<file path="src/hw/rtl/lkvt_pkg.sv">
`timescale 1ns / 1ps
// ----------------------------------------------------------------------------
// lkvt_pkg: shared types for the linear key/value table
// Operation codes, payload widths and the sequencer state encoding.
// ----------------------------------------------------------------------------
package lkvt_pkg;

  // Payload widths of the beats on both channels.
  localparam int unsigned FuncW  = 2;
  localparam int unsigned KeyW   = 8;
  localparam int unsigned ValueW = 32;
  localparam int unsigned CountW = 5;

  // Operation codes; the fourth code acts as a presence query.
  typedef enum logic [FuncW-1:0] {
    FN_INSERT = 2'd0,
    FN_REMOVE = 2'd1,
    FN_LOOKUP = 2'd2
  } func_t;

  // Sequencer states.
  typedef enum logic [2:0] {
    ST_IDLE,
    ST_READ,
    ST_CMP,
    ST_ACT,
    ST_SHIFT_RD,
    ST_SHIFT_WR,
    ST_DONE
  } state_t;

endpackage

</file>
<file path="src/hw/rtl/lkvt_if.sv">
`timescale 1ns / 1ps
// ----------------------------------------------------------------------------
// lkvt_in_if / lkvt_out_if: request and result channels
// Valid/ready channels; a beat moves when valid and ready are both high.
// ----------------------------------------------------------------------------
interface lkvt_in_if
  import lkvt_pkg::*;
();
  logic                     valid;
  logic                     ready;
  logic [FuncW-1:0]         func;
  logic [KeyW-1:0]          key;
  logic signed [ValueW-1:0] new_value;

  modport source (output valid, func, key, new_value, input ready);
  modport sink   (input valid, func, key, new_value, output ready);
endinterface

interface lkvt_out_if
  import lkvt_pkg::*;
();
  logic                     valid;
  logic                     ready;
  logic signed [ValueW-1:0] read_value;
  logic                     found;
  logic                     full_drop;
  logic [CountW-1:0]        entry_count;

  modport source (output valid, read_value, found, full_drop, entry_count, input ready);
  modport sink   (input valid, read_value, found, full_drop, entry_count, output ready);
endinterface

</file>
<file path="src/hw/rtl/linear_key_value_table.sv">
`timescale 1ns / 1ps
// ----------------------------------------------------------------------------
// linear_key_value_table: associative array with linear search
// Maps 8-bit keys to 32-bit signed values; insert, remove, lookup.
// ----------------------------------------------------------------------------
// One request is handled at a time; in_bus.ready is high only while the
// sequencer is idle. The keys and values sit in a single-port-write,
// registered-read memory, and one compare unit walks the occupied entries
// from index 0, reading each entry examined and then comparing it. An empty
// table is not searched. A remove that hits an entry before the last
// occupied one shifts the later entries down, one memory read and one write
// per entry. The result sits in an output register, so the next request is
// taken while that beat still waits. No clearing pass runs after reset:
// only entries below the count are ever read.
// ----------------------------------------------------------------------------
module linear_key_value_table
  import lkvt_pkg::*;
#(
  parameter int unsigned CAPACITY = 16
) (
  input  logic       clk,
  input  logic       rst_n,
  lkvt_in_if.sink    in_bus,
  lkvt_out_if.source out_bus
);

  localparam int unsigned IW = (CAPACITY > 1) ? $clog2(CAPACITY) : 1;
  localparam int unsigned CW = $clog2(CAPACITY + 1);

  // Table storage and registered read port.
  logic [KeyW-1:0]   key_mem_r [CAPACITY];
  logic [ValueW-1:0] val_mem_r [CAPACITY];
  logic [KeyW-1:0]   rd_key_r;
  logic [ValueW-1:0] rd_val_r;

  logic              mem_we;
  logic              key_we;
  logic [IW-1:0]     wr_addr;
  logic [KeyW-1:0]   wr_key;
  logic [ValueW-1:0] wr_val;
  logic [IW-1:0]     rd_addr;

  // Sequencer and request registers.
  state_t            state_r, state_nxt;
  func_t             func_r, func_nxt;
  logic [KeyW-1:0]   key_r, key_nxt;
  logic [ValueW-1:0] val_r, val_nxt;
  logic [CW-1:0]     idx_r, idx_nxt;
  logic [CW-1:0]     occ_r, occ_nxt;
  logic              hit_r, hit_nxt;
  logic              drop_r, drop_nxt;
  logic [ValueW-1:0] rdval_r, rdval_nxt;

  // Output register.
  logic              ovalid_r, ovalid_nxt;
  logic [ValueW-1:0] oval_r, oval_nxt;
  logic              ofound_r, ofound_nxt;
  logic              odrop_r, odrop_nxt;
  logic [CountW-1:0] ocount_r, ocount_nxt;

  logic              in_acc;
  logic              out_free;
  logic [CW:0]       idx_p1;
  logic [CW:0]       idx_p2;
  logic              more_scan;
  logic              more_shift;
  logic              match;

  assign in_bus.ready = state_r == ST_IDLE;
  assign in_acc     = in_bus.valid && in_bus.ready;
  assign out_free   = !ovalid_r || out_bus.ready;
  assign idx_p1     = {1'b0, idx_r} + (CW+1)'(1);
  assign idx_p2     = {1'b0, idx_r} + (CW+1)'(2);
  assign more_scan  = idx_p1 < {1'b0, occ_r};
  assign more_shift = idx_p2 < {1'b0, occ_r};
  assign match      = rd_key_r == key_r;

  // Memory: one write and one registered read per cycle.
  always_ff @(posedge clk) begin
    if (mem_we) begin
      val_mem_r[wr_addr] <= wr_val;
    end
    if (key_we) begin
      key_mem_r[wr_addr] <= wr_key;
    end
    rd_key_r <= key_mem_r[rd_addr];
    rd_val_r <= val_mem_r[rd_addr];
  end

  // Next-state logic.
  always_comb begin
    state_nxt = state_r;
    case (state_r)
      ST_IDLE: begin
        if (in_acc) begin
          state_nxt = (occ_r == '0) ? ST_ACT : ST_READ;
        end
      end
      ST_READ: state_nxt = ST_CMP;
      ST_CMP: begin
        if (match || !more_scan) begin
          state_nxt = ST_ACT;
        end else begin
          state_nxt = ST_READ;
        end
      end
      ST_ACT: begin
        if (func_r == FN_REMOVE && hit_r && more_scan) begin
          state_nxt = ST_SHIFT_RD;
        end else begin
          state_nxt = ST_DONE;
        end
      end
      ST_SHIFT_RD: state_nxt = ST_SHIFT_WR;
      ST_SHIFT_WR: state_nxt = more_shift ? ST_SHIFT_RD : ST_DONE;
      ST_DONE: begin
        if (out_free) begin
          state_nxt = ST_IDLE;
        end
      end
      default: state_nxt = ST_IDLE;
    endcase
  end

  // Datapath and memory control for each state.
  always_comb begin
    func_nxt   = func_r;
    key_nxt    = key_r;
    val_nxt    = val_r;
    idx_nxt    = idx_r;
    occ_nxt    = occ_r;
    hit_nxt    = hit_r;
    drop_nxt   = drop_r;
    rdval_nxt  = rdval_r;
    ovalid_nxt = ovalid_r && !out_bus.ready;
    oval_nxt   = oval_r;
    ofound_nxt = ofound_r;
    odrop_nxt  = odrop_r;
    ocount_nxt = ocount_r;
    mem_we     = 1'b0;
    key_we     = 1'b0;
    wr_addr    = idx_r[IW-1:0];
    wr_key     = key_r;
    wr_val     = val_r;
    rd_addr    = idx_r[IW-1:0];

    case (state_r)
      ST_IDLE: begin
        if (in_acc) begin
          func_nxt  = func_t'(in_bus.func);
          key_nxt   = in_bus.key;
          val_nxt   = in_bus.new_value;
          idx_nxt   = '0;
          hit_nxt   = 1'b0;
          drop_nxt  = 1'b0;
          rdval_nxt = '0;
        end
      end
      ST_READ: begin
        rd_addr = idx_r[IW-1:0];
      end
      // Compare the entry just read; advance, or stop on the first match or after the last occupied entry.
      ST_CMP: begin
        if (match) begin
          hit_nxt = 1'b1;
          if (func_r == FN_LOOKUP) begin
            rdval_nxt = rd_val_r;
          end
        end else if (more_scan) begin
          idx_nxt = idx_p1[CW-1:0];
        end
      end
      // Apply the operation once the search outcome is known.
      ST_ACT: begin
        case (func_r)
          FN_INSERT: begin
            if (hit_r) begin
              mem_we  = 1'b1;
              wr_addr = idx_r[IW-1:0];
            end else if (occ_r < CW'(CAPACITY)) begin
              mem_we  = 1'b1;
              key_we  = 1'b1;
              wr_addr = occ_r[IW-1:0];
              occ_nxt = occ_r + CW'(1);
            end else begin
              drop_nxt = 1'b1;
            end
          end
          FN_REMOVE: begin
            if (hit_r && !more_scan) begin
              occ_nxt = occ_r - CW'(1);
            end
          end
          default: ;
        endcase
      end
      ST_SHIFT_RD: begin
        rd_addr = idx_p1[IW-1:0];
      end
      // Move the following entry down one place.
      ST_SHIFT_WR: begin
        mem_we  = 1'b1;
        key_we  = 1'b1;
        wr_addr = idx_r[IW-1:0];
        wr_key  = rd_key_r;
        wr_val  = rd_val_r;
        idx_nxt = idx_p1[CW-1:0];
        if (!more_shift) begin
          occ_nxt = occ_r - CW'(1);
        end
      end
      ST_DONE: begin
        if (out_free) begin
          ovalid_nxt = 1'b1;
          oval_nxt   = rdval_r;
          ofound_nxt = hit_r;
          odrop_nxt  = drop_r;
          ocount_nxt = CountW'(occ_r);
        end
      end
      default: ;
    endcase
  end

  // Control registers.
  always_ff @(posedge clk) begin
    if (!rst_n) begin
      state_r  <= ST_IDLE;
      occ_r    <= '0;
      ovalid_r <= 1'b0;
    end else begin
      state_r  <= state_nxt;
      occ_r    <= occ_nxt;
      ovalid_r <= ovalid_nxt;
    end
  end

  // Payload registers.
  always_ff @(posedge clk) begin
    func_r   <= func_nxt;
    key_r    <= key_nxt;
    val_r    <= val_nxt;
    idx_r    <= idx_nxt;
    hit_r    <= hit_nxt;
    drop_r   <= drop_nxt;
    rdval_r  <= rdval_nxt;
    oval_r   <= oval_nxt;
    ofound_r <= ofound_nxt;
    odrop_r  <= odrop_nxt;
    ocount_r <= ocount_nxt;
  end

  assign out_bus.valid       = ovalid_r;
  assign out_bus.read_value  = oval_r;
  assign out_bus.found       = ofound_r;
  assign out_bus.full_drop   = odrop_r;
  assign out_bus.entry_count = ocount_r;

endmodule

</file>
<file path="src/flat_wrapper.sv">
// flat-port wrapper written by rule: the top's interface ports become plain ports
module linear_key_value_table_flat import lkvt_pkg::*;
#(
  parameter int unsigned CAPACITY = 16
)
  (clk, rst_n, in_bus_valid, in_bus_func, in_bus_key, in_bus_new_value, in_bus_ready, out_bus_valid, out_bus_read_value, out_bus_found, out_bus_full_drop, out_bus_entry_count, out_bus_ready);
  lkvt_in_if in_bus_i ();
  lkvt_out_if out_bus_i ();
  input  logic clk;
  input  logic rst_n;
  input wire logic [$bits(in_bus_i.valid)-1:0] in_bus_valid;
  input wire logic [$bits(in_bus_i.func)-1:0] in_bus_func;
  input wire logic [$bits(in_bus_i.key)-1:0] in_bus_key;
  input wire logic [$bits(in_bus_i.new_value)-1:0] in_bus_new_value;
  output wire logic [$bits(in_bus_i.ready)-1:0] in_bus_ready;
  output wire logic [$bits(out_bus_i.valid)-1:0] out_bus_valid;
  output wire logic [$bits(out_bus_i.read_value)-1:0] out_bus_read_value;
  output wire logic [$bits(out_bus_i.found)-1:0] out_bus_found;
  output wire logic [$bits(out_bus_i.full_drop)-1:0] out_bus_full_drop;
  output wire logic [$bits(out_bus_i.entry_count)-1:0] out_bus_entry_count;
  input wire logic [$bits(out_bus_i.ready)-1:0] out_bus_ready;
  assign in_bus_i.valid = in_bus_valid;
  assign in_bus_i.func = in_bus_func;
  assign in_bus_i.key = in_bus_key;
  assign in_bus_i.new_value = in_bus_new_value;
  assign in_bus_ready = in_bus_i.ready;
  assign out_bus_valid = out_bus_i.valid;
  assign out_bus_read_value = out_bus_i.read_value;
  assign out_bus_found = out_bus_i.found;
  assign out_bus_full_drop = out_bus_i.full_drop;
  assign out_bus_entry_count = out_bus_i.entry_count;
  assign out_bus_i.ready = out_bus_ready;
  linear_key_value_table #(.CAPACITY(CAPACITY)) u_core (.clk(clk), .rst_n(rst_n), .in_bus(in_bus_i), .out_bus(out_bus_i));
endmodule
</file>
<file path="config.mk">
export PLATFORM = sky130hd
export DESIGN_NAME = linear_key_value_table_flat
export DESIGN_NICKNAME = d
export VERILOG_FILES = /design/src/hw/rtl/lkvt_pkg.sv /design/src/hw/rtl/lkvt_if.sv /design/src/hw/rtl/linear_key_value_table.sv /design/src/flat_wrapper.sv
export SDC_FILE = /design/constraint.sdc
export NUM_CORES = 1
export LEC_CHECK = 0
export BUFFER_PORTS_ARGS = -buffer_cell sky130_fd_sc_hd__buf_2
export CORE_UTILIZATION = 61
export CTS_BUF_LIST = sky130_fd_sc_hd__clkbuf_8
export CTS_CLUSTER_SIZE = 30
export DETAILED_ROUTE_END_ITERATION = 12
export PLACE_DENSITY = 0.77
export SETUP_SLACK_MARGIN = 0.2
export SKIP_LAST_GASP = 1
export SYNTH_ARGS = -nofsm -noshare
export SYNTH_HDL_FRONTEND = slang
export SYNTH_SLANG_ARGS = --single-unit
export TNS_END_PERCENT = 20
</file>
<file path="constraint.sdc">
create_clock -name clk -period 8.1 [get_ports clk]
set_clock_uncertainty 0.2 [all_clocks]
set_input_delay 1.62 -clock clk [delete_from_list [all_inputs] [get_ports clk]]
set_output_delay 1.62 -clock clk [all_outputs]
set_load 0.02 [all_outputs]
</file>
==> results of run 1 <==
state kept, by name, summed over array words and instances, names as in the netlist:
| register | cells |
|---|---|
| u_core.val_r | 32 |
| u_core.key_mem_r | 128 |
| u_core.drop_r | 1 |
| u_core.hit_r | 1 |
| u_core.out_bus.valid | 1 |
| u_core.out_bus.read_value | 32 |
| u_core.rdval_r | 32 |
| u_core.occ_r | 5 |
| u_core.val_mem_r | 512 |
| u_core.out_bus.full_drop | 1 |
| u_core.out_bus.found | 1 |
| u_core.rd_val_r | 32 |
| u_core.rd_key_r | 8 |
| u_core.state_r | 3 |
| u_core.out_bus.entry_count | 5 |
| u_core.idx_r | 5 |
| u_core.func_r | 2 |
| u_core.key_r | 8 |
final timing paths:
path | start | to | slack [ns] | cells after the start
max | u_core.idx_r[3]$_SDFFCE_PP0P_ | u_core.idx_r[4]$_SDFFCE_PP0P_ | 3.13 | 10
min | u_core.rdval_r[4]$_SDFFCE_PN0P_ | u_core.out_bus.read_value[4]$_DFFE_PP_ | 0.22 | 0
max reg2reg | u_core.idx_r[3]$_SDFFCE_PP0P_ | u_core.idx_r[4]$_SDFFCE_PP0P_ | 3.13 | 10
min reg2reg | u_core.rdval_r[4]$_SDFFCE_PN0P_ | u_core.out_bus.read_value[4]$_DFFE_PP_ | 0.22 | 0
final cells by class:
type | count | area, um^2 | share of cell area, %
inverters | 9 | 33.78 | 0.09562
multi-input cells | 1190 | 7584 | 21.46
repair buffers | 124 | 740.7 | 2.097
clock buffers | 140 | 1927 | 5.454
flip-flops and latches | 809 | 23800 | 67.38
well taps | 680 | 850.8 | 2.408
clock inverters | 84 | 390.4 | 1.105
synth_stat cells (all sizes together) (14+ instances only):
cell    instances  share of area, %
a211oi        123               2.9
a21boi         41              0.97
a21oi          14              0.22
a311o          40               1.3
a311oi         40               1.1
and3          114               2.2
buf            23              0.47
clkbuf        127               1.5
dfxtp          49               3.1
edfxtp        760                72
mux2i          82               2.6
nand2         378               4.5
nand3          44              0.69
nor2           49              0.58
nor2b          83               1.6
o31ai          40              0.94
o32ai          40               1.1
power groups by stage:
stage          logic [mW]  clock network (mW)  registers [mW]
2_1_floorplan        1.72                   0            5.11
3_3_place_gp         2.36                   0            5.16
3_5_place_dp         2.46                   0            5.17
4_1_cts              2.47                3.15            5.08
5_1_grt              2.68                3.32            5.10
6_report             2.51                3.11            5.09
layer usage:
layer / up-vias / global-route usage [%]
met5: - / 0
met4: 2 / 11.92
met3: 188 / 5.175
met2: 1100 / 45.40
met1: 9574 / 38.39
li1: 8488 / -
cells in the final DEF, fill, tap and decap left out, types with 3 or more instances in the layout:
master,n
clkbuf_8,140
o31ai_1,40
a211oi_1,123
nand3_1,44
xnor2_1,10
a31oi_1,8
buf_2,86
a21oi_1,14
o32ai_1,40
nand2_1,376
nor4_1,5
a311oi_1,40
o211ai_1,3
clkinv_1,27
ha_1,13
nor2_4,18
nor2b_1,82
a311o_1,40
clkinv_2,13
mux2i_1,82
nor3_1,9
inv_1,45
or2_2,4
nor2_1,30
o21ai_0,5
edfxtp_1,760
xor2_1,8
and3_1,114
clkinvlp_4,4
a21boi_0,41
buf_4,36
o21a_1,6
dfxtp_1,48
a21o_1,3
nand2b_1,5
kinds of logic after synthesis:
group,Yosys count,synth area share (%)
muxes,82,2.577
xor gates and xnor gates,20,0.5735
adders and majority gates,13,0.5106
and+or+nand+nor,704,10.32
DFF,809,74.72
AOI/OAI and AO/OA,371,9.219
buffers and inverters,159,2.074
metrics by stage:
stage | util [%] | std cells | hold WS [ns]
after floorplan | - | 2158 | 0.2003
after global placement | 64.22 | 2812 | 0.2008
after detailed placement | 64.22 | 2812 | 0.2045
after CTS | 68.73 | 3036 | 0.2188
after global routing | 68.73 | 3036 | 0.2269
final | 68.73 | 3036 | 0.2221
==> impl_results.md, run 1 <==
- Status: complete, no violations
- WP data required: 8.25 ns
- Mean Syn Cell Area: 14.76 um^2
- DR iter-0 viols: 2181
- Power density cells: 303.2 mW/mm^2
- Placed Area: 0.03301 mm^2
- N_diodes: 0
- Tightest Pin Transition: 1.154 ns
- CTS tree: built
- CTS Buf Count: 120
- Switching component of the power: 3.355 mW
- Syn-to-layout area delta: 10.91%
- Post-route cell area: 0.03533 mm^2
- Die Span Y: 230.5 um
- Top sig layer: met5
- Crit end category: flip-flop
- Vias per inst: 6.374
- WL final: 75170 um
- Clock network fraction of total power: 29.1%
- GRT Resource Usage Total: 28.28%
- Largest net degree at the start of global routing: 186
- Largest delay share family, worst path: buffers and inverters
- P_leak: 12.25 nW
- Worst-path clk slew: 0.06 ns
- Ratio of cells with drive above 1 in the final layout: 13.67%
- Final Hold Vio Count: 0
- Die W: 230.5 um
- Slew Limit Headroom: 23.08%
- Fmax: 201.0 MHz
- Place WS: 3.369 ns
- Worst-Skew Late Latency: 0.73 ns
- Final min period: 4.974 ns
- Comb pwr share: 23.4%
- Crit path kind: flip-flop to flip-flop
- WP data arrival: 5.12 ns
- Core area: 0.05141 mm^2
- Met1 Routed Length: 29460 um
- Unrepaired setup endpoints after global routing: no
- First-pass GRT wire length: 111700 um
- Seq pwr share: 47.5%
- CTS Hold Buffers Added: 0
- Clk sinks: 809
- Clk root buf: clkbuf_8
- Final setup TNS: 0 ns
- CP Cell Sequence: buf_4 -> buf_12 -> xnor2_1 -> ha_1 -> a21o_1 -> a21oi_1 -> o21ai_0 -> mux2i_1 -> nand2_1 -> a21boi_0
- CP bufs+invs: 2
- Ys Warns: 0
- Main flop type after synthesis: edfxtp_1
- DRC errors left: 0
- Row count: 83
- Routed met3 length: 7321 um
- Tot Pwr: 10.71 mW
- Vias: 19.35k
- Final Slew Violations: 0
- Vias in the first global route: 18.95k
- Int Power: 7.358 mW
- Final setup fails: 0
- Grt total ovfl: 0
- Seq cells post-synth: 809
- CTS max path bufs: 3
- Routed length on met2: 36100 um
- Peak supply drop: 0.2659 mV
- Final worst path period share: 61.41%
- Initial Util: 61.97%
- Worst setup margin: 3.126 ns
- Mapped Cells: 2158
- Mapped Nets: 2217
- Routability Congestion: 0.8450
- Crit Path Max Fanout: 185
- Pre-antenna DRT Iters: 9
- Level count of the clock H-tree: 3
- Post-synth ARST share: 0%
- Critical path startpoint category: flip-flop
- Worst min path class: flip-flop to flip-flop
- Post-cts resize count: 0
- Yosys cell types: 47
- Detail Route Antenna Nets: 0
- Initial antenna violation count: 1
- Cell Area, Synth: 0.03185 mm^2
- Detail Placement HPWL: 39590 um
- Setup Buffers After CTS: 0
- Sw frac: 31.32%
- Wirelength per Cell: 24.76 um
- Port Buf Inserts: 86
- Crit-path slowest cell: buf_12
- Slowest stage delay, CP: 0.71 ns
- Num ports: 87
- Seq/Total Area, Yosys: 74.72%
- Number of flops mapped to enable cells by yosys: 760
- Fin nets: 2313
- Die area: 0.05314 mm^2
- # fillers: 3360
- Max-Cap Viols: 0
Power figures use the tool's default switching activity.
==> run 2, diff against run 1 <==
--- a/config.mk
+++ b/config.mk
@@ -5,6 +5,7 @@
 export SDC_FILE = /design/constraint.sdc
 export NUM_CORES = 1
 export LEC_CHECK = 0
+export ABC_AREA = 1
 export BUFFER_PORTS_ARGS = -buffer_cell sky130_fd_sc_hd__buf_2
 export CORE_UTILIZATION = 61
 export CTS_BUF_LIST = sky130_fd_sc_hd__clkbuf_8
==> constraint.sdc (replaced) <==
create_clock -name clk -period 5 [get_ports clk]
set_clock_uncertainty 0.2 [all_clocks]
set_input_delay 1 -clock clk [delete_from_list [all_inputs] [get_ports clk]]
set_output_delay 1 -clock clk [all_outputs]
set_load 0.02 [all_outputs]
==> impl_results.md, run 2 <==
- Status: complete, no violations (unchanged)
- Synth Area in XOR/XNOR: 0.3521% (was 0.5735%)
- Worst-path clk slew: 0.06 ns (about the same)
- WP data required: 5.12 ns (was 8.25 ns)
- Routability Congestion: 0.8492 (was 0.8450)
- Mapped Cells: 2479 (was 2158)
- Final Slew Violations: 0 (unchanged)
- Largest register by flop count: u_core.val_mem_r (unchanged)
- Synth Area in Compound Gates: 11.27% (was 9.219%)
- Slew Limit Headroom: 9.236% (was 23.08%)
- Mean Syn Cell Area: 13.04 um^2 (was 14.76 um^2)
- Port Buf Inserts: 86 (unchanged)
- Sw frac: 36.25% (was 31.32%)
- Final setup fails: 0 (unchanged)
- Seq pwr share: 42.6% (was 47.5%)
- Yosys cell types: 35 (was 47)
- Vias per inst: 5.902 (was 6.374)
- WL final: 70770 um (was 75170 um)
- Fmax: 275.1 MHz (was 201.0 MHz)
- Die area: 0.05394 mm^2 (was 0.05314 mm^2)
- Level count of the clock H-tree: 3 (unchanged)
- Seq/Total Area, Yosys: 73.61% (was 74.72%)
- Number of flops mapped to enable cells by yosys: 760 (unchanged)
- Initial antenna violation count: 0 (was 1)
- CTS max path bufs: 3 (unchanged)
- Top flop regs: u_core.val_mem_r x512, u_core.key_mem_r x128 (unchanged)
- Detail Route Antenna Nets: 0 (unchanged)
- Worst setup margin: 1.365 ns (was 3.126 ns)
- WP data arrival: 3.75 ns (was 5.12 ns)
- Post-cts resize count: 0 (unchanged)
- Synth Area in Simple Gates: 8.732% (was 10.32%)
- Switching component of the power: 7.151 mW (was 3.355 mW)
- First-pass GRT wire length: 108100 um (was 111700 um)
- Vias: 19.97k (was 19.35k)
- Syn-to-layout area delta: 10.50% (was 10.91%)
- Unrepaired setup endpoints after global routing: no (unchanged)
- Commonest non-fill, non-tap cell in the layout: edfxtp_1 (unchanged)
- Peak supply drop: 0.6732 mV (was 0.2659 mV)
- CTS Buf Count: 120 (unchanged)
- Main flop type after synthesis: edfxtp_1 (unchanged)
- Seq cells post-synth: 809 (unchanged)
- Synth top area cells: edfxtp_1 71%, o211ai_1 7.0%, nand2_1 3.9% (was edfxtp_1 72%, nand2_1 4.5%, dfxtp_1 3.1%)
- Setup Buffers After CTS: 0 (unchanged)
- Commonest non-fill, non-tap cells in the layout: 760 x edfxtp_1, 338 x nand2_1, 300 x o211ai_1 (was 760 x edfxtp_1, 376 x nand2_1, 140 x clkbuf_8)
- Pre-antenna DRT Iters: 5 (was 9)
- CTS Hold Buffers Added: 0 (unchanged)
- Largest net degree at the start of global routing: 161 (was 186)
- Detail Placement HPWL: 38620 um (was 39590 um)
- Ratio of cells with drive above 1 in the final layout: 13.06% (was 13.67%)
- Fin nets: 2651 (was 2313)
- Vias in the first global route: 19.54k (was 18.95k)
- Final worst path period share: 72.70% (was 61.41%)
- Die Span Y: 232.2 um (was 230.5 um)
- Clk root buf: clkbuf_8 (unchanged)
- Fraction of the mapped netlist area in adder cells: 0.5030% (was 0.5106%)
- Max-Cap Viols: 0 (unchanged)
- Row count: 84 (was 83)
- Mux cell area share after synthesis: 0.03095% (was 2.577%)
- Die W: 232.2 um (was 230.5 um)
- Crit path kind: flip-flop to flip-flop (unchanged)
- Crit end category: flip-flop (unchanged)
- Cell Area, Synth: 0.03234 mm^2 (was 0.03185 mm^2)
- N_diodes: 0 (unchanged)
- P_leak: 12.82 nW (was 12.25 nW)
- Clk sinks: 809 (unchanged)
- DRC errors left: 0 (unchanged)
- Top-count cell post-synth: edfxtp_1 (unchanged)
- Comb pwr share: 31.9% (was 23.4%)
- Final Hold Vio Count: 0 (unchanged)
- Worst-Skew Late Latency: 0.73 ns (about the same)
- Crit Path Max Fanout: 32 (was 185)
- Combinational family with the most area after synthesis: compound AO/OA/AOI/OAI gates (was simple AND/OR/NAND/NOR gates)
- Num ports: 87 (unchanged)
- Max FFs per register: 512 (unchanged)
- GRT Resource Usage Total: 26.61% (was 28.28%)
- DR iter-0 viols: 2202 (was 2181)
- Wirelength per Cell: 20.92 um (was 24.76 um)
- Core area: 0.05245 mm^2 (was 0.05141 mm^2)
- Synth top area share: 70.57% (was 71.64%)
- Grt total ovfl: 0 (unchanged)
- Critical path startpoint category: flip-flop (unchanged)
- Worst min path class: flip-flop to flip-flop (unchanged)
- Mapped Nets: 2538 (was 2217)
- CTS tree: built (unchanged)
- Yosys top cell by area: edfxtp_1 (unchanged)
- Place WS: 1.505 ns (was 3.369 ns)
- Post-synth ARST share: 0% (unchanged)
- Final setup TNS: 0 ns (unchanged)
- Power density cells: 552.1 mW/mm^2 (was 303.2 mW/mm^2)
- Initial Util: 61.66% (was 61.97%)
- Ys Warns: 0 (unchanged)
- Tightest Pin Transition: 1.358 ns (was 1.154 ns)
- Clock network fraction of total power: 25.5% (was 29.1%)
- Int Power: 12.58 mW (was 7.358 mW)
- Post-synth top cells: 760 x edfxtp_1, 339 x nand2_1, 300 x o211ai_1 (was 760 x edfxtp_1, 378 x nand2_1, 127 x clkbuf_1)
- Final min period: 3.635 ns (was 4.974 ns)
## run 2: per-stage QoR
stage                     hold WS (ns)  utilization (%)  total power, mW  cells  cell area [um^2]
final                           0.2147            68.14            19.73   3383             35740
after global routing            0.1973            68.14            20.74   3383             35740
after CTS                       0.1924            68.14            19.74   3383             35740
after detailed placement        0.2045            63.74            14.75   3158             33430
after global placement          0.2025            63.74            14.48   3158             33430
after floorplan                 0.2003                -            13.08   2479             32340
## run 2: kinds of logic (layout without fill, tap and decap cells)
kind of cell	after synthesis	count (layout)
and+or+nand+nor	707	707
xor gates and xnor gates	13	13
AOI/OAI and AO/OA	543	543
buffers and inverters	393	609
adders and majority gates	13	13
muxes	1	1
DFF	809	809
## run 2: power groups by stage
stage	Combinational [mW]	Sequential (mW)	Clock, mW
global placement	5.96	8.51	0
floorplan	4.61	8.48	0
CTS	6.24	8.40	5.10
global route	6.92	8.43	5.39
detailed placement	6.21	8.53	0
finish	6.29	8.40	5.04
## run 2: routing by layer
metal	wire length [um]	vias to the layer above	GRT usage (%)
li1	-	9168	-
met1	28290	9677	35.34
met2	33690	968	42.76
met4	1917	0	9.683
met5	0	-	0
met3	6869	155	6.557
## run 2: path summary, 6_finish.rpt
kind	from	endpoint	slack, ns	depth (start not counted)
min reg2reg	u_core.rdval_r[12]$_SDFFCE_PN0P_	u_core.out_bus.read_value[12]$_DFFE_PP_	0.21	0
max reg2reg	u_core.state_r[0]$_SDFFE_PN0P_	u_core.val_mem_r[9][11]$_DFFE_PP_	1.37	10
max	u_core.state_r[0]$_SDFFE_PN0P_	u_core.val_mem_r[9][11]$_DFFE_PP_	1.37	10
min	u_core.rdval_r[12]$_SDFFCE_PN0P_	u_core.out_bus.read_value[12]$_DFFE_PP_	0.21	0
## run 2: area by class of cell
class,instances,area (um^2)
flip-flops and latches,809,23800
fillers,3469,16710
multi-input cells,1277,6940
clock buffers,137,1886
inverters,250,945.9
repair buffers,134,878.3
well taps,688,860.8
clock inverters,88,421.7
## run 2: critical path, cell delays in order (launching register included)
cell and delay (ns):
dfxtp_1 0.56, nand3_2 0.19, inv_2 0.12, nand2_1 0.09
inv_2 0.08, nand2_2 0.11, o21ai_1 0.28, inv_1 0.12
nor2_1 0.27, nand2_1 0.17, nor2_4 1.02
